**src/rtl/cle_pkg.sv**
```systemverilog
// Shared types, character codes and echo tables for the console line editor.
package cle_pkg;

  localparam int POS_W  = 5;
  localparam int CHAR_W = 8;
  localparam int KIND_W = 2;

  // Configuration register index (byte address bit 2).
  localparam logic REG_MAX_CHARS = 1'b0;
  localparam logic [POS_W-1:0] MAX_CHARS_RESET = 5'd31;

  localparam logic [CHAR_W-1:0] CH_BS    = 8'h08;
  localparam logic [CHAR_W-1:0] CH_DEL   = 8'h7F;
  localparam logic [CHAR_W-1:0] CH_CR    = 8'h0D;
  localparam logic [CHAR_W-1:0] CH_LF    = 8'h0A;
  localparam logic [CHAR_W-1:0] CH_ETX   = 8'h03;
  localparam logic [CHAR_W-1:0] CH_BEL   = 8'h07;
  localparam logic [CHAR_W-1:0] CH_SPACE = 8'h20;
  localparam logic [CHAR_W-1:0] CH_CARET = 8'h5E;
  localparam logic [CHAR_W-1:0] CH_UPPER_C = 8'h43;

  typedef enum logic [KIND_W-1:0] {
    KIND_ECHO   = 2'd0,
    KIND_LINE   = 2'd1,
    KIND_DONE   = 2'd2,
    KIND_CANCEL = 2'd3
  } kind_t;

  typedef enum logic [2:0] {
    CMD_CR,
    CMD_ETX,
    CMD_ERASE,
    CMD_BELL,
    CMD_STORE
  } cmd_t;

  typedef enum logic [2:0] {
    S_IDLE,
    S_ECHO,
    S_LREQ,
    S_LDAT,
    S_DONE
  } state_t;

  // Echo byte for a given step of a command's echo sequence.
  function automatic logic [CHAR_W-1:0] echo_byte(cmd_t cmd, logic [CHAR_W-1:0] ch,
                                                  logic [1:0] step);
    logic [CHAR_W-1:0] b;
    b = ch;
    unique case (cmd)
      CMD_CR:    b = (step == 2'd0) ? CH_CR : CH_LF;
      CMD_ETX: begin
        case (step)
          2'd0:    b = CH_CARET;
          2'd1:    b = CH_UPPER_C;
          2'd2:    b = CH_CR;
          default: b = CH_LF;
        endcase
      end
      CMD_ERASE: b = (step == 2'd1) ? CH_SPACE : CH_BS;
      CMD_BELL:  b = CH_BEL;
      default:   b = ch;
    endcase
    return b;
  endfunction

  // Index of the final echo byte of a command.
  function automatic logic [1:0] echo_last_step(cmd_t cmd);
    logic [1:0] s;
    s = 2'd0;
    unique case (cmd)
      CMD_CR:    s = 2'd1;
      CMD_ETX:   s = 2'd3;
      CMD_ERASE: s = 2'd2;
      default:   s = 2'd0;
    endcase
    return s;
  endfunction

endpackage

```
**src/rtl/cle_stream_if.sv**
```systemverilog
// Valid/ready stream interfaces for received bytes and editor results.
interface cle_in_if;
  logic                      valid;
  logic                      ready;
  logic [cle_pkg::CHAR_W-1:0] rx_byte;

  modport source (output valid, output rx_byte, input ready);
  modport sink   (input valid, input rx_byte, output ready);
endinterface

interface cle_out_if;
  logic                       valid;
  logic                       ready;
  logic [cle_pkg::KIND_W-1:0] kind;
  logic [cle_pkg::CHAR_W-1:0] value;
  logic [cle_pkg::POS_W-1:0]  length;
  logic                       last;

  modport source (output valid, output kind, output value, output length, output last,
                  input ready);
  modport sink   (input valid, input kind, input value, input length, input last,
                  output ready);
endinterface

```
**src/rtl/console_line_editor.sv**
```systemverilog
// Sequencing: an accepted byte moves the editor to the echo state, which loads each echo or
// status item into the output register in turn, holding while the output is full; a carriage
// return then reads each stored character through a read issue state and a data state on the
// line store's single port. One byte at a time: the next byte is taken once the last result is registered.
// Reset (rst, synchronous): position 0, max_chars 31, output empty; the line store is not
// cleared, since only written entries below the position are ever read.
module console_line_editor #(
  parameter int LINE_DEPTH = 32
) (
  input  logic             clk,
  input  logic             rst,
  input  logic             psel,
  input  logic             penable,
  input  logic             pwrite,
  input  logic [2:0]       paddr,
  input  logic [31:0]      pwdata,
  output logic [31:0]      prdata,
  output logic             pready,
  cle_in_if.sink           rx,
  cle_out_if.source        tx
);

  localparam int AW = $clog2(LINE_DEPTH);
  localparam int ROOM_CAP_I = (LINE_DEPTH >= 31) ? 31 : LINE_DEPTH;
  localparam logic [cle_pkg::POS_W-1:0] ROOM_CAP = cle_pkg::POS_W'(ROOM_CAP_I);

  cle_pkg::state_t state, state_next;
  cle_pkg::cmd_t   cmd, cmd_next, cmd_dec;

  logic [cle_pkg::CHAR_W-1:0] ch, ch_next;
  logic [1:0]                 step, step_next;
  logic [cle_pkg::POS_W-1:0]  rd_idx, rd_idx_next;
  logic [cle_pkg::POS_W-1:0]  line_len, line_len_next;
  logic [cle_pkg::POS_W-1:0]  pos, pos_next;
  logic [cle_pkg::POS_W-1:0]  max_chars;
  logic [cle_pkg::POS_W-1:0]  room;

  logic                       out_valid;
  cle_pkg::kind_t             out_kind;
  logic [cle_pkg::CHAR_W-1:0] out_value;
  logic [cle_pkg::POS_W-1:0]  out_length;
  logic                       out_last;

  logic                       emit, load, accept, cfg_write;
  cle_pkg::kind_t             e_kind;
  logic [cle_pkg::CHAR_W-1:0] e_value;
  logic [cle_pkg::POS_W-1:0]  e_length;
  logic                       e_last;

  logic                       ram_we;
  logic [AW-1:0]              ram_addr;
  logic [cle_pkg::CHAR_W-1:0] ram_rdata;

  // Configuration port.
  assign pready    = 1'b1;
  assign cfg_write = psel && penable && pwrite && pready;
  assign prdata    = (paddr[2] == cle_pkg::REG_MAX_CHARS) ? {27'd0, max_chars} : 32'd0;

  always_ff @(posedge clk) begin
    if (rst) begin
      max_chars <= cle_pkg::MAX_CHARS_RESET;
    end else if (cfg_write && paddr[2] == cle_pkg::REG_MAX_CHARS) begin
      max_chars <= pwdata[cle_pkg::POS_W-1:0];
    end
  end

  assign room = (max_chars > ROOM_CAP) ? ROOM_CAP : max_chars;

  assign rx.ready = (state == cle_pkg::S_IDLE);
  assign accept   = rx.valid && rx.ready;

  // Classify the incoming byte against the current line.
  always_comb begin
    if (rx.rx_byte == cle_pkg::CH_CR) begin
      cmd_dec = cle_pkg::CMD_CR;
    end else if (rx.rx_byte == cle_pkg::CH_ETX) begin
      cmd_dec = cle_pkg::CMD_ETX;
    end else if (rx.rx_byte == cle_pkg::CH_BS || rx.rx_byte == cle_pkg::CH_DEL) begin
      cmd_dec = (pos == '0) ? cle_pkg::CMD_BELL : cle_pkg::CMD_ERASE;
    end else if (pos >= room) begin
      cmd_dec = cle_pkg::CMD_BELL;
    end else begin
      cmd_dec = cle_pkg::CMD_STORE;
    end
  end

  always_ff @(posedge clk) begin
    if (rst) begin
      state <= cle_pkg::S_IDLE;
      pos   <= '0;
    end else begin
      state <= state_next;
      pos   <= pos_next;
    end
  end

  always_ff @(posedge clk) begin
    cmd      <= cmd_next;
    ch       <= ch_next;
    step     <= step_next;
    rd_idx   <= rd_idx_next;
    line_len <= line_len_next;
  end

  always_comb begin
    state_next    = state;
    cmd_next      = cmd;
    ch_next       = ch;
    step_next     = step;
    rd_idx_next   = rd_idx;
    line_len_next = line_len;
    pos_next      = pos;
    emit          = 1'b0;
    e_kind        = cle_pkg::KIND_ECHO;
    e_value       = '0;
    e_length      = '0;
    e_last        = 1'b0;
    ram_we        = 1'b0;
    ram_addr      = AW'(rd_idx);
    load          = 1'b0;

    unique case (state)
      cle_pkg::S_IDLE: begin
        if (accept) begin
          state_next  = cle_pkg::S_ECHO;
          cmd_next    = cmd_dec;
          ch_next     = rx.rx_byte;
          step_next   = 2'd0;
          rd_idx_next = '0;
          unique case (cmd_dec)
            cle_pkg::CMD_CR: begin
              line_len_next = pos;
              pos_next      = '0;
            end
            cle_pkg::CMD_ETX:   pos_next = '0;
            cle_pkg::CMD_ERASE: pos_next = pos - 5'd1;
            cle_pkg::CMD_STORE: begin
              ram_we   = 1'b1;
              ram_addr = AW'(pos);
              pos_next = pos + 5'd1;
            end
            default: pos_next = pos;
          endcase
        end
      end
      cle_pkg::S_ECHO: begin
        emit    = 1'b1;
        e_value = cle_pkg::echo_byte(cmd, ch, step);
        e_last  = (step == cle_pkg::echo_last_step(cmd)) &&
                  cmd != cle_pkg::CMD_CR && cmd != cle_pkg::CMD_ETX;
        load    = !out_valid || tx.ready;
        if (load) begin
          if (step == cle_pkg::echo_last_step(cmd)) begin
            if (cmd == cle_pkg::CMD_CR) begin
              state_next = (line_len == '0) ? cle_pkg::S_DONE : cle_pkg::S_LREQ;
            end else if (cmd == cle_pkg::CMD_ETX) begin
              state_next = cle_pkg::S_DONE;
            end else begin
              state_next = cle_pkg::S_IDLE;
            end
          end else begin
            step_next = step + 2'd1;
          end
        end
      end
      cle_pkg::S_LREQ: begin
        state_next = cle_pkg::S_LDAT;
      end
      cle_pkg::S_LDAT: begin
        // Address is held at rd_idx, so the registered read data stays valid while stalled.
        emit    = 1'b1;
        e_kind  = cle_pkg::KIND_LINE;
        e_value = ram_rdata;
        load    = !out_valid || tx.ready;
        if (load) begin
          rd_idx_next = rd_idx + 5'd1;
          state_next  = (rd_idx + 5'd1 == line_len) ? cle_pkg::S_DONE : cle_pkg::S_LREQ;
        end
      end
      cle_pkg::S_DONE: begin
        emit     = 1'b1;
        e_kind   = (cmd == cle_pkg::CMD_CR) ? cle_pkg::KIND_DONE : cle_pkg::KIND_CANCEL;
        e_length = (cmd == cle_pkg::CMD_CR) ? line_len : '0;
        e_last   = 1'b1;
        load     = !out_valid || tx.ready;
        if (load) begin
          state_next = cle_pkg::S_IDLE;
        end
      end
      default: state_next = cle_pkg::S_IDLE;
    endcase
  end

  // Output register.
  always_ff @(posedge clk) begin
    if (rst) begin
      out_valid <= 1'b0;
    end else if (load) begin
      out_valid <= 1'b1;
    end else if (tx.ready) begin
      out_valid <= 1'b0;
    end
  end

  always_ff @(posedge clk) begin
    if (load) begin
      out_kind   <= e_kind;
      out_value  <= e_value;
      out_length <= e_length;
      out_last   <= e_last;
    end
  end

  assign tx.valid  = out_valid;
  assign tx.kind   = out_kind;
  assign tx.value  = out_value;
  assign tx.length = out_length;
  assign tx.last   = out_last;

  cle_ram #(
    .WIDTH (cle_pkg::CHAR_W),
    .DEPTH (LINE_DEPTH)
  ) u_line_store (
    .clk   (clk),
    .we    (ram_we),
    .addr  (ram_addr),
    .wdata (ch_next),
    .rdata (ram_rdata)
  );

`ifndef SYNTHESIS
  a_pos_cap: assert property (@(posedge clk) disable iff (rst) pos <= ROOM_CAP)
    else $error("line position beyond line capacity");

  a_busy_after_accept: assert property (@(posedge clk) disable iff (rst)
    accept |=> state != cle_pkg::S_IDLE)
    else $error("editor idle right after taking a byte");

  a_read_in_line: assert property (@(posedge clk) disable iff (rst)
    (state == cle_pkg::S_LDAT || state == cle_pkg::S_LREQ) |-> rd_idx < line_len)
    else $error("line readout beyond line length");

  a_last_ends_byte: assert property (@(posedge clk) disable iff (rst)
    (load && e_last) |=> state == cle_pkg::S_IDLE)
    else $error("final result loaded but sequencer still busy");
`endif

endmodule

```
**src/rtl/cle_ram.sv**
```systemverilog
// Generic single-port RAM with registered read data.
module cle_ram #(
  parameter int WIDTH = 8,
  parameter int DEPTH = 32
) (
  input  logic                     clk,
  input  logic                     we,
  input  logic [$clog2(DEPTH)-1:0] addr,
  input  logic [WIDTH-1:0]         wdata,
  output logic [WIDTH-1:0]         rdata
);

  logic [WIDTH-1:0] mem [DEPTH];

  always_ff @(posedge clk) begin
    if (we) begin
      mem[addr] <= wdata;
    end
    rdata <= mem[addr];
  end

endmodule

```
**src/flat_wrapper.sv**
```systemverilog
// flat-port wrapper written by rule: the top's interface ports become plain ports
module console_line_editor_flat 
#(
  parameter int LINE_DEPTH = 32
)
  (clk, rst, psel, penable, pwrite, paddr, pwdata, prdata, pready, rx_valid, rx_rx_byte, rx_ready, tx_valid, tx_kind, tx_value, tx_length, tx_last, tx_ready);
  cle_in_if rx_i ();
  cle_out_if tx_i ();
  input  logic clk;
  input  logic rst;
  input  logic psel;
  input  logic penable;
  input  logic pwrite;
  input  logic [2:0] paddr;
  input  logic [31:0] pwdata;
  output logic [31:0] prdata;
  output logic pready;
  input wire logic [$bits(rx_i.valid)-1:0] rx_valid;
  input wire logic [$bits(rx_i.rx_byte)-1:0] rx_rx_byte;
  output wire logic [$bits(rx_i.ready)-1:0] rx_ready;
  output wire logic [$bits(tx_i.valid)-1:0] tx_valid;
  output wire logic [$bits(tx_i.kind)-1:0] tx_kind;
  output wire logic [$bits(tx_i.value)-1:0] tx_value;
  output wire logic [$bits(tx_i.length)-1:0] tx_length;
  output wire logic [$bits(tx_i.last)-1:0] tx_last;
  input wire logic [$bits(tx_i.ready)-1:0] tx_ready;
  assign rx_i.valid = rx_valid;
  assign rx_i.rx_byte = rx_rx_byte;
  assign rx_ready = rx_i.ready;
  assign tx_valid = tx_i.valid;
  assign tx_kind = tx_i.kind;
  assign tx_value = tx_i.value;
  assign tx_length = tx_i.length;
  assign tx_last = tx_i.last;
  assign tx_i.ready = tx_ready;
  console_line_editor #(.LINE_DEPTH(LINE_DEPTH)) u_core (.clk(clk), .rst(rst), .psel(psel), .penable(penable), .pwrite(pwrite), .paddr(paddr), .pwdata(pwdata), .prdata(prdata), .pready(pready), .rx(rx_i), .tx(tx_i));
endmodule
```
**config.mk**
```make
export PLATFORM = sky130hd
export DESIGN_NAME = console_line_editor_flat
export DESIGN_NICKNAME = d
export VERILOG_FILES = /design/src/rtl/cle_pkg.sv /design/src/rtl/cle_stream_if.sv /design/src/rtl/console_line_editor.sv /design/src/rtl/cle_ram.sv /design/src/flat_wrapper.sv
export SDC_FILE = /design/constraint.sdc
export NUM_CORES = 1
export LEC_CHECK = 0
export ABC_AREA = 1
export BUFFER_PORTS_ARGS = -buffer_cell sky130_fd_sc_hd__buf_2
export CAP_MARGIN = 20
export CORE_ASPECT_RATIO = 0.9
export CORE_MARGIN = 1
export CORE_UTILIZATION = 45
export DETAILED_ROUTE_END_ITERATION = 8
export PLACE_DENSITY = 0.62
export SYNTH_ARGS = -nofsm -noshare
export SYNTH_HDL_FRONTEND = slang
export SYNTH_SLANG_ARGS = --single-unit
```
**constraint.sdc**
```tcl
create_clock -name clk -period 3.6 [get_ports clk]
set_input_delay 0.36 -clock clk [delete_from_list [all_inputs] [get_ports clk]]
set_output_delay 0.36 -clock clk [all_outputs]
set_load 0.03 [all_outputs]
```
Yosys cells after proc, flatten, opt, wreduce, memory -nomap -nowiden
Memories as Yosys holds them, arrays and structs flattened. A register that Yosys moved wholly into a read port is not among the register bits.
Cells that the tools add are included.
Word-level totals
  flip-flop bits (word level): 53
  bits in latches: 0
  bits in writable memories: 256
  bits in read-only memories: 0
  bits of input ports: 50
  logic and storage cells: 126
  memories kept: 1
Operators by class
  $add $sub $neg: 4
  multiply operators: 0
  div/mod/pow operators: 0
  magnitude comparators: 2
  equality and inequality tests: 26
  shift-type cells: 0
  mux-type cells: 50
  bitwise operators: 1
  reductions and logical operators: 29
Memories
  u_core.u_line_store.mem: depth 32, bits a word 8, read ports 1, clocked after memory_dff 1, write ports 1, line cle_ram.sv:13  | logic [WIDTH-1:0] mem [DEPTH];
Operators with widths (number)
  2-to-1 mux 3 bit: 14
  2-to-1 mux 5 bit: 7
  case mux 8 bit (4 select lines): 1
  case mux 7 bit (3 select lines): 1
  equality test 8 x 4 -> 1 bit (second input constant): 2
  2-to-1 mux 8 bit: 2
  case mux 8 bit (2 select lines): 1
  equality test 3 x 2 -> 1 bit (second input constant): 5
  case mux 3 bit (5 select lines): 1
  case mux 5 bit (3 select lines): 1
  2-to-1 mux 2 bit: 6
  adder 5 x 1 -> 5 bit (second input constant): 2
  zero test 5 bit: 2
  2-to-1 mux 1 bit: 10
  case mux 5 bit (2 select lines): 1
  equality test 3 x 1 -> 1 bit (second input constant): 3
  zero test 3 bit: 3
  AND reduction 3 bit: 3
  equality test 8 x 2 -> 1 bit (second input constant): 1
  equality test 8 x 7 -> 1 bit (second input constant): 1
  != test 2 x 1 -> 1 bit (second input constant): 4
  case mux 2 bit (2 select lines): 2
  equality test 3 bit (second input constant): 2
  logical AND 1 bit: 6
  24 further kinds: 31

Depth between registers and ports, before layout
Gate-level depths: netlist of run 1.
  depth in word-level cells: 13
  gate-level depth with buffers: 20
  gate-level depth less buffers: 18

Modules after synthesis
From an unflattened synthesis of run 1, not the netlist that was laid out.
Unflattened totals
  cell total of the unflattened synthesis: 1483
  area total of the unflattened synthesis: 14292.5 µm²
By module, submodules not included
  cle_ram: instances 1, cells each 1063, area each 10988.0 µm², sequential area each 7847.5 µm²
  console_line_editor: instances 1, cells each 420, area each 3304.4 µm², sequential area each 1371.3 µm²

Worst setup path before layout of run 1
No wires, ideal clock.
  path type: register to register
  start: reg u_core.pos[0] in the netlist's numbering
  end: mem u_core.u_line_store.mem[13][0] (enable)
  library setup time: 0.370 ns
  data arrival time: 2.468 ns
  required time: 3.230 ns
  slack: 0.762 ns
  cell stages (with the launch flop): 16
  path buffers: 2
  clock period less this slack: 2.838 ns
  path through: dfxtp_1 inv_1 ha_1 inv_1 nand2_1 nand2_1 nand3_1 nor2_2 nand2_2 nand2_1 o21ai_0 inv_1 buf_2 buf_2 nand4_1 nor2_1
Between the ends
  cells in the longest elaborated chain, start to end: 11
RTL lines
  start, declared: line console_line_editor.sv:34  | logic [cle_pkg::POS_W-1:0] pos, pos_next;
  start signal, assigned: line console_line_editor.sv:93  | pos <= pos_next;
  greater-or-equal comparator 5 bit / zero test 5 bit (equally long branches): line console_line_editor.sv:80, console_line_editor.sv:79
  2-to-1 mux 3 bit / 2-to-1 mux 1 bit (equally long branches): line console_line_editor.sv:80, console_line_editor.sv:79
  2-to-1 mux 3 bit: line console_line_editor.sv:78  | end else if (rx.rx_byte == cle_pkg::CH_BS || rx.rx_byte == cle_pkg::CH_DEL) begin
  2-to-1 mux 3 bit: line console_line_editor.sv:76  | end else if (rx.rx_byte == cle_pkg::CH_ETX) begin
  2-to-1 mux 3 bit: line console_line_editor.sv:74  | if (rx.rx_byte == cle_pkg::CH_CR) begin
  equality test 3 bit: line console_line_editor.sv:130  | unique case (cmd_dec)
  2-to-1 mux 1 bit: line console_line_editor.sv:130
  2-to-1 mux 1 bit: line console_line_editor.sv:124  | if (accept) begin
  2-to-1 mux 1 bit: line console_line_editor.sv:122  | unique case (state)
  2-to-1 mux 1 bit: line cle_ram.sv:16  | if (we) begin
  2-to-1 mux 1 bit (not written as such): line cle_ram.sv:17  | mem[addr] <= wdata;
  end, declared: line cle_ram.sv:13
Parallel ways exist; a longest one is shown, timed or not.

Worst setup path in the final report of run 1
  start: reg u_core.pos[2] in the netlist's numbering
  end: reg u_core.u_line_store.rdata[0] (read register of u_core.u_line_store.mem)
Between the ends
  cells in the longest elaborated chain, start to end: 9
RTL lines
  greater-or-equal comparator 5 bit / zero test 5 bit (equally long branches): line console_line_editor.sv:80, console_line_editor.sv:79
  2-to-1 mux 3 bit / 2-to-1 mux 1 bit (equally long branches): line console_line_editor.sv:80, console_line_editor.sv:79
  2-to-1 mux 3 bit: line console_line_editor.sv:78
  2-to-1 mux 3 bit: line console_line_editor.sv:76
  2-to-1 mux 3 bit: line console_line_editor.sv:74
  equality test 3 bit: line console_line_editor.sv:130
  2-to-1 mux 5 bit (*): line console_line_editor.sv:130
  2-to-1 mux 5 bit (*): line console_line_editor.sv:124
  2-to-1 mux 5 bit (*): line console_line_editor.sv:122
  end, declared: line cle_ram.sv:10  | output logic [WIDTH-1:0] rdata
Every way passes the cells marked *; elsewhere a longest branch is shown, timed or not.
A chain may end at the register's enable or synchronous reset.

==> results.py, run 1 <==
metrics = {
    "clock_network": {
        "numClockSinks": 317,
        "path_clk_slew_ns": 0.06,
        "clk_latency_ns": 0.57,
        "ctsResizeCount": 0,
        "clockBufferDepth": 3,
        "postCtsHoldBufs": 0,
        "tritoncts": "built",
        "ctsRootBufferMaster": "clkbuf_16",
        "ctsHtreeMaxLevel": 1,
        "cts_setup_buffers": 0,
        "numCtsBuffers": 31,
    },
    "power": {
        "peakVddDrop_v": 0.000369,
        "clkPwrFrac_pct": 30.2,
        "power.share.sequential_pct": 44.2,
        "p_switching_mw": 3.42,
        "total_leakage_power_nw": 6.93,
        "power_frac_comb_pct": 25.6,
        "intPower_mw": 6.99,
        "swShare_pct": 32.8,
        "powerDensity_nw_per_um2": 639,
    },
    "worst_setup_path": {
        "crit_required_ns": 4.11,
        "critPathSlowestCell": "buf_4",
        "r2r_end": "u_core.u_line_store.rdata[0]",
        "r2r_cells": 17,
        "r2r_setup_slack_ns": 0.37,
        "cpMostUsedCell": "nand2_1",
        "cp_cell_sequence": "ha_1 > nand2_1 > nand2_1 > nand2_1 > nand3_1 > nor2_2 > nand2_2 > nand2_1 > o21ai_4 > inv_2 > buf_4 > nand2_1 > nand2_1 > nand2_1 > nand2_1 > nor2_1 > nand2_1",
        "critPathCaptureType": "flip-flop",
        "critPathArrivalTime_ns": 3.74,
        "critPathMaxFanout": 64,
        "worstSetupStartpointType": "flip-flop",
        "crit_type": "reg -> reg",
        "max_stage_delay_ns": 0.59,
        "timing.rr.start": "u_core.pos[2]",
    },
    "cells_and_area": {
        "syn_to_final_growth_pct": 13.8,
        "multi_input_area_um2": 4500,
        "mostFrequentLayoutCells": "nand2_1, edfxtp_1, nand3_1",
        "final_cell_area_um2": 16300,
        "final_nets": 1601,
        "final_common_cell": "nand2_1",
        "nFillCells": 2747,
        "layout-drive-gt1-share_pct": 13.5,
        "register_area_um2": 9220,
        "num_antenna_cells": 0,
    },
    "yosys": {
        "syn_inst": 1451,
        "synth_area_um2": 14300,
        "ys_types": 43,
        "ys_seq_area_share_pct": 64.4,
        "ys_ff_latch": 317,
        "ys_warn_count": 0,
        "syn_area_per_cell_um2": 9.86,
    },
    "sta": {
        "rsz0062_at_grt": "no",
        "finClkSkew_ns": 0.0109,
        "hold_violations": 0,
        "finalSetupViolations": 0,
        "maxSlewHeadroom_pct": 41.1,
        "max_freq_ghz": 0.309,
        "worstMarginPinSlew_ns": 0.883,
        "slew_viol_final": 0,
        "finalSetupTns_ns": 0,
        "final.period_utilization_pct": 89.8,
        "fin_crit_ns": 3.23,
    },
    "routing": {
        "met3_length_um": 2220,
        "route.top_layer_used": "met4",
        "first_pass_iters": 5,
        "wl_per_cell_um": 17.0,
        "wl_met1_um": 15500,
        "dr_total_vias": 10100,
        "drt_wl_total_um": 33600,
        "drc": 0,
        "route.met2.wl_um": 14800,
        "drtIter0Drc": 789,
        "ant_nets": 0,
        "viasPerCell": 5.10,
    },
    "min_path": {
        "worstHoldStart": "pwdata[4]",
        "min_to": "u_core.max_chars[4]",
        "whs_path_depth": 3,
        "hp-class": "in -> reg",
    },
    "global_routing": {
        "grt_usage_pct": 21.1,
        "grt_pass1_vias": 9337,
        "grt_remaining_overflow": 0,
        "antenna_found_initial": 0,
        "grt_max_degree": 69,
        "grt_first_pass_wirelength_um": 52400,
    },
    "placed_design": {
        "io_buffers": 43,
        "dp.final_hpwl_um": 20800,
        "gp_congestion": 0.877,
        "placed_area_um2": 15300,
    },
    "die": {
        "die_h_um": 171,
        "io_pins": 101,
        "start_util_pct": 46.1,
        "fp.dieW_um": 190,
        "dieArea_um2": 32500,
        "coreArea_um2": 31100,
        "rows": 61,
    },
    "flow_run": {
        "drv_cap": 0,
    },
    "outcome": {
        "status": "finished, final reports clean",
    },
}
-- worst max path at each step --
stage                       start                              to  slack (ns)
CTS                 u_core.pos[2]  u_core.u_line_store.mem[29][2]        0.39
floorplan           u_core.pos[0]  u_core.u_line_store.mem[13][0]        0.76
detailed placement  u_core.pos[2]  u_core.u_line_store.mem[29][6]        0.41
finish              u_core.pos[2]    u_core.u_line_store.rdata[0]        0.37
global placement    u_core.pos[2]  u_core.u_line_store.mem[29][6]        0.42
global route        u_core.pos[2]    u_core.u_line_store.rdata[0]        0.13
-- area by class of cell --
class	instances	area share, %
inverter	70	1.61
clock buffer	38	4.93
clock inverter	19	1.04
tap	409	3.14
multi-input combinational	1002	27.7
timing repair buffer	115	5.00
sequential	317	56.6
-- per-stage QoR --
| step | util, % | instances | power (mW) | worst slack, ns | hold WS, ns |
|---|---|---|---|---|---|
| global route | 52.4 | 1970 | 10.9 | 0.129 | 0.0157 |
| global placement | 49.2 | 1912 | 7.28 | 0.416 | 0.523 |
| finish | 52.4 | 1970 | 10.4 | 0.366 | 0.0164 |
| CTS | 52.4 | 1969 | 10.5 | 0.388 | 0.00109 |
| detailed placement | 49.2 | 1912 | 7.32 | 0.408 | 0.519 |
| floorplan | - | 1477 | 6.41 | 0.762 | 0.429 |
-- critical path, delay by kind of cell, from the launching register on --
family	cells	cell delay [ns]
flops	1	0.49
simple gates	13	1.57
compound gates	1	0.09
fa+ha+maj	1	0.30
buf+inv	2	0.66
-- registers in the layout, summed over array words and instances (netlist names) --
register / flops
u_core.cmd: 3
u_core.step: 2
u_core.tx.valid: 1
u_core.tx.kind: 2
u_core.rd_idx: 5
u_core.line_len: 5
u_core.tx.last: 1
u_core.ch: 8
u_core.max_chars: 5
u_core.tx.length: 5
u_core.tx.value: 8
u_core.state: 3
u_core.pos: 5
u_core.u_line_store.mem: 256
u_core.u_line_store.rdata: 8
-- cells by family (layout without fill, tap and decap cells) --
group | Yosys count | in the layout | share of synthesized area (%)
adder cells (fa/ha/maj) | 14 | 14 | 1.28
AO/OA/AOI/OAI | 61 | 61 | 2.72
other | 2 | 28 | 0.0525
flip-flops | 317 | 317 | 64.4
XOR/XNOR | 9 | 9 | 0.551
AND/OR/NAND/NOR | 890 | 890 | 25.7
buffers and inverters | 158 | 242 | 5.28
-- per-layer routing --
metal	vias to the layer above	GRT usage, %
li1	4934	-
met1	4696	30.6
met2	352	32.2
met3	70	3.55
met4	0	6.70
met5	-	0
-- cells in the mapped netlist, drive strengths merged --
cell type  number  area (um^2)
a211oi          2         15.0
a21oi          14         70.1
a221oi          1         8.76
a22o            3         26.3
a31oi           1         6.26
a32o            2         20.0
buf            73          437
clkbuf         15         56.3
clkinv          1         3.75
conb            2         7.51
dfxtp          30          601
edfxtp        287         8620
fa              1         20.0
ha             13          163
inv            69          259
nand2         636         2410
nand3         142          711
nand3b          1         7.51
nand4           5         31.3
nor2           94          382
nor3           11          125
o211ai          6         45.0
o21a            1         7.51
o21ai          27          158
o221ai          2         17.5
o22ai           1         6.26
o41ai           1         8.76
or2             1         6.26
xnor2           2         17.5
xor2            7         61.3
-- power groups by stage --
stage	clock network (mW)	registers, mW	logic [mW]
floorplan	0	4.73	1.68
global placement	0	4.67	2.61
detailed placement	0	4.68	2.65
CTS	3.21	4.60	2.66
global route	3.34	4.62	2.96
finish	3.15	4.60	2.66
No activity file was read; power rests on OpenSTA's default activity.
==> run 2, diff against run 1 <==
- ABC_AREA: 1 -> default
- PLACE_DENSITY: 0.62 -> 0.63
- SYNTH_HIERARCHICAL: default -> 1
==> run 2 against run 1 <==
  * Fmax decreased by 5.2%
  * Utilization increased by 0.61 points
  * Synthesized cell count decreased by 38%
  * Synthesized area decreased by 6.6%
  * Critical path depth decreased by 4
  * Die area decreased by 6.5%
  * Worst hold slack improved by 0.16 ns
  * Sequential cell count unchanged
  * Clock power increased by 1%
  * Sequential share of layout area increased by 3.2 points
  * Setup slack got worse by 0.18 ns
  * Final cell count decreased by 28%
==> results.py, run 2 <==
metrics = {
    "global_routing": {
        "grt_pass1_vias": 7397,
        "grt_usage_pct": 19.1,
        "antenna_found_initial": 0,
        "grt_first_pass_wirelength_um": 43100,
        "grt_max_degree": 34,
        "grt_remaining_overflow": 0,
        "grtUsageMet3_pct": 3.93,
        "busiest_layer": "met2",
        "met1_usage_pct": 26.7,
        "grt_use_met2_pct": 30.4,
    },
    "sta": {
        "worstMarginPinSlew_ns": 0.885,
        "max_freq_ghz": 0.293,
        "final.period_utilization_pct": 94.8,
        "maxSlewHeadroom_pct": 40.5,
        "finClkSkew_ns": 0.0155,
        "rsz0062_at_grt": "yes",
        "hold_violations": 0,
        "fin_crit_ns": 3.41,
        "finalSetupViolations": 0,
        "hold_slack_ns": 0.173,
        "slew_viol_final": 0,
    },
    "routing": {
        "drc": 0,
        "drt_wl_total_um": 28300,
        "ant_nets": 0,
        "wl_per_cell_um": 20.1,
        "viasPerCell": 5.44,
        "drtIter0Drc": 609,
        "first_pass_iters": 7,
        "dr_total_vias": 7674,
    },
    "worst_setup_path": {
        "r2r_setup_slack_ns": 0.19,
        "worstSetupStartpointType": "flip-flop",
        "crit_type": "reg -> reg",
        "timing.rr.start": "u_core/pos[0]",
        "critPathCaptureType": "flip-flop",
        "critPathArrivalTime_ns": 3.85,
        "r2r_cells": 13,
        "critPathMaxFanout": 22,
        "crit_required_ns": 4.04,
        "r2r_end": "u_core/u_line_store/rdata[5]",
    },
    "clock_network": {
        "clockBufferDepth": 3,
        "numCtsBuffers": 34,
        "ctsRootBufferMaster": "clkbuf_16",
        "ctsHtreeMaxLevel": 2,
        "tritoncts": "built",
        "numClockSinks": 317,
        "clk_latency_ns": 0.51,
        "path_clk_slew_ns": 0.06,
    },
    "cells_and_area": {
        "fin_cells": 1410,
        "register_area_um2": 9220,
        "num_antenna_cells": 0,
        "largest_reg_flops": 256,
        "syn_to_final_growth_pct": 15.4,
        "final_util_pct": 53.0,
        "multi_input_area_um2": 3830,
        "final_common_cell": "edfxtp_1",
        "largest_register": "u_core/u_line_store/mem",
        "mostFrequentLayoutCells": "edfxtp_1, mux2i_1, o22ai_1",
        "final_cell_area_um2": 15400,
        "layout-drive-gt1-share_pct": 19.5,
        "nFillCells": 2414,
        "final_nets": 1055,
    },
    "placed_design": {
        "io_buffers": 43,
        "placed_area_um2": 14300,
        "dp.final_hpwl_um": 18300,
        "placed_cells": 1346,
        "gp_congestion": 0.823,
    },
    "yosys": {
        "synth.area.top_cells": "edfxtp_1, mux2i_1, dfxtp_1",
        "async_reset_ff_share_pct": 0,
        "syn_area_per_cell_um2": 14.9,
        "synth.largest_area_cell": "edfxtp_1",
        "ys_top_cells_by_count": "edfxtp_1, mux2i_1, o22ai_1",
        "synth.most_common_cell": "edfxtp_1",
        "synth_area_um2": 13400,
        "synth_top_cell_area_share_pct": 64.5,
        "synth_edf_count": 287,
        "syn_inst": 896,
        "ys_ff_latch": 317,
        "ys_seq_area_share_pct": 69.0,
        "ys_types": 64,
        "synth_ff_type": "edfxtp_1",
        "ys_warn_count": 6,
    },
    "min_path": {
        "min_to": "u_core/max_chars[1]",
        "hp-class": "in -> reg",
        "worstHoldStart": "pwdata[1]",
        "whs_path_depth": 4,
    },
    "die": {
        "io_pins": 101,
        "coreArea_um2": 29100,
        "start_util_pct": 45.9,
        "fp.dieW_um": 184,
        "die_h_um": 165,
        "rows": 59,
        "dieArea_um2": 30400,
    },
    "flow_run": {
        "drv_cap": 0,
    },
    "power": {
        "peakVddDrop_v": 0.000350,
        "power_mw": 8.25,
        "powerDensity_nw_per_um2": 535,
        "total_leakage_power_nw": 5.42,
    },
    "outcome": {
        "status": "finished, final reports clean",
    },
}
==> run 2: cell count changes in the layout (fill, tap and decap cells not counted), moves of 8 or more <==
cell     before  now
nor2_1       90   55
o22ai_1       1   62
o21ai_2      11    1
mux2_2        0    8
nand3_1     141    8
nand2_1     629   28
inv_1        53   20
nor4_1        0   16
inv_2        16    0
mux2i_1       0  128
==> run 2: worst max-delay path by stage <==
stage / from / to
final: u_core/pos[0] / u_core/u_line_store/rdata[5]
after CTS: u_core/pos[0] / u_core/u_line_store/rdata[1]
after global routing: u_core/pos[0] / u_core/u_line_store/rdata[2]
after floorplan: u_core/pos[0] / u_core/u_line_store/mem[11][0]
after detailed placement: rx_rx_byte[4] / u_core/u_line_store/rdata[1]
after global placement: rx_rx_byte[4] / u_core/u_line_store/rdata[2]
==> run 2: timing repair <==
item | CTS | global route
buffers inserted | 0 | 5
resized for setup | 0 | 11
setup endpoints to repair | 0 | 17
hold buffers | 0 | 0
==> run 2: cell type report <==
cell class                 instances  share of cell area (%)
multi-input combinational        509                    24.8
clock buffer                      47                    6.25
clock inverter                    12                   0.349
inverter                          20                   0.487
tap                              396                    3.21
sequential                       317                    59.8
timing repair buffer             109                    5.09
==> run 2: cells by family (layout without fill, tap and decap cells) <==
kind of cell             after synthesis  in the layout  synth area share (%)
XOR/XNOR                              11             11                 0.721
AND/OR/NAND/NOR                      184            184                  7.69
other                                  2             28                0.0562
adder cells (fa/ha/maj)               15             15                  1.44
buffers and inverters                 96            188                  3.91
multiplexers                         141            141                  10.8
flip-flops                           317            317                  69.0
AO/OA/AOI/OAI                        130            130                  6.36
==> run 2: per-layer routing <==
metal  share of wire [%]  vias to the layer above
li1                    -                     3609
met1                  46                     3809
met2                  47                      216
met3                 5.8                       40
met4                 1.6                        0
met5                   0                        -
==> run 2: critical path: stages (launching register included) <==
cell and delay, ns:
dfxtp_1 0.33, inv_1 0.07, ha_1 0.30, nor3b_2 0.17, o21ai_0 0.10, o211ai_1 0.13, and3_4 0.23, and2_4 0.22
mux2_4 0.44, buf_4 0.20, nand4b_1 0.43, o22ai_1 0.49, nor4_1 0.15, nand2_1 0.09
==> run 2: through the flow <==
step / TNS, ns / setup WS, ns
6_report: 0 / 0.188
5_1_grt: 0 / 0.00706
2_1_floorplan: -3.14 / -0.0745
4_1_cts: 0 / 0.220
3_5_place_dp: 0 / 0.202
3_3_place_gp: 0 / 0.251
==> run 2: power by group <==
group          internal [mW]  switching, mW
Combinational          0.256          0.553
Clock                   1.86           1.32
Sequential              4.21         0.0448
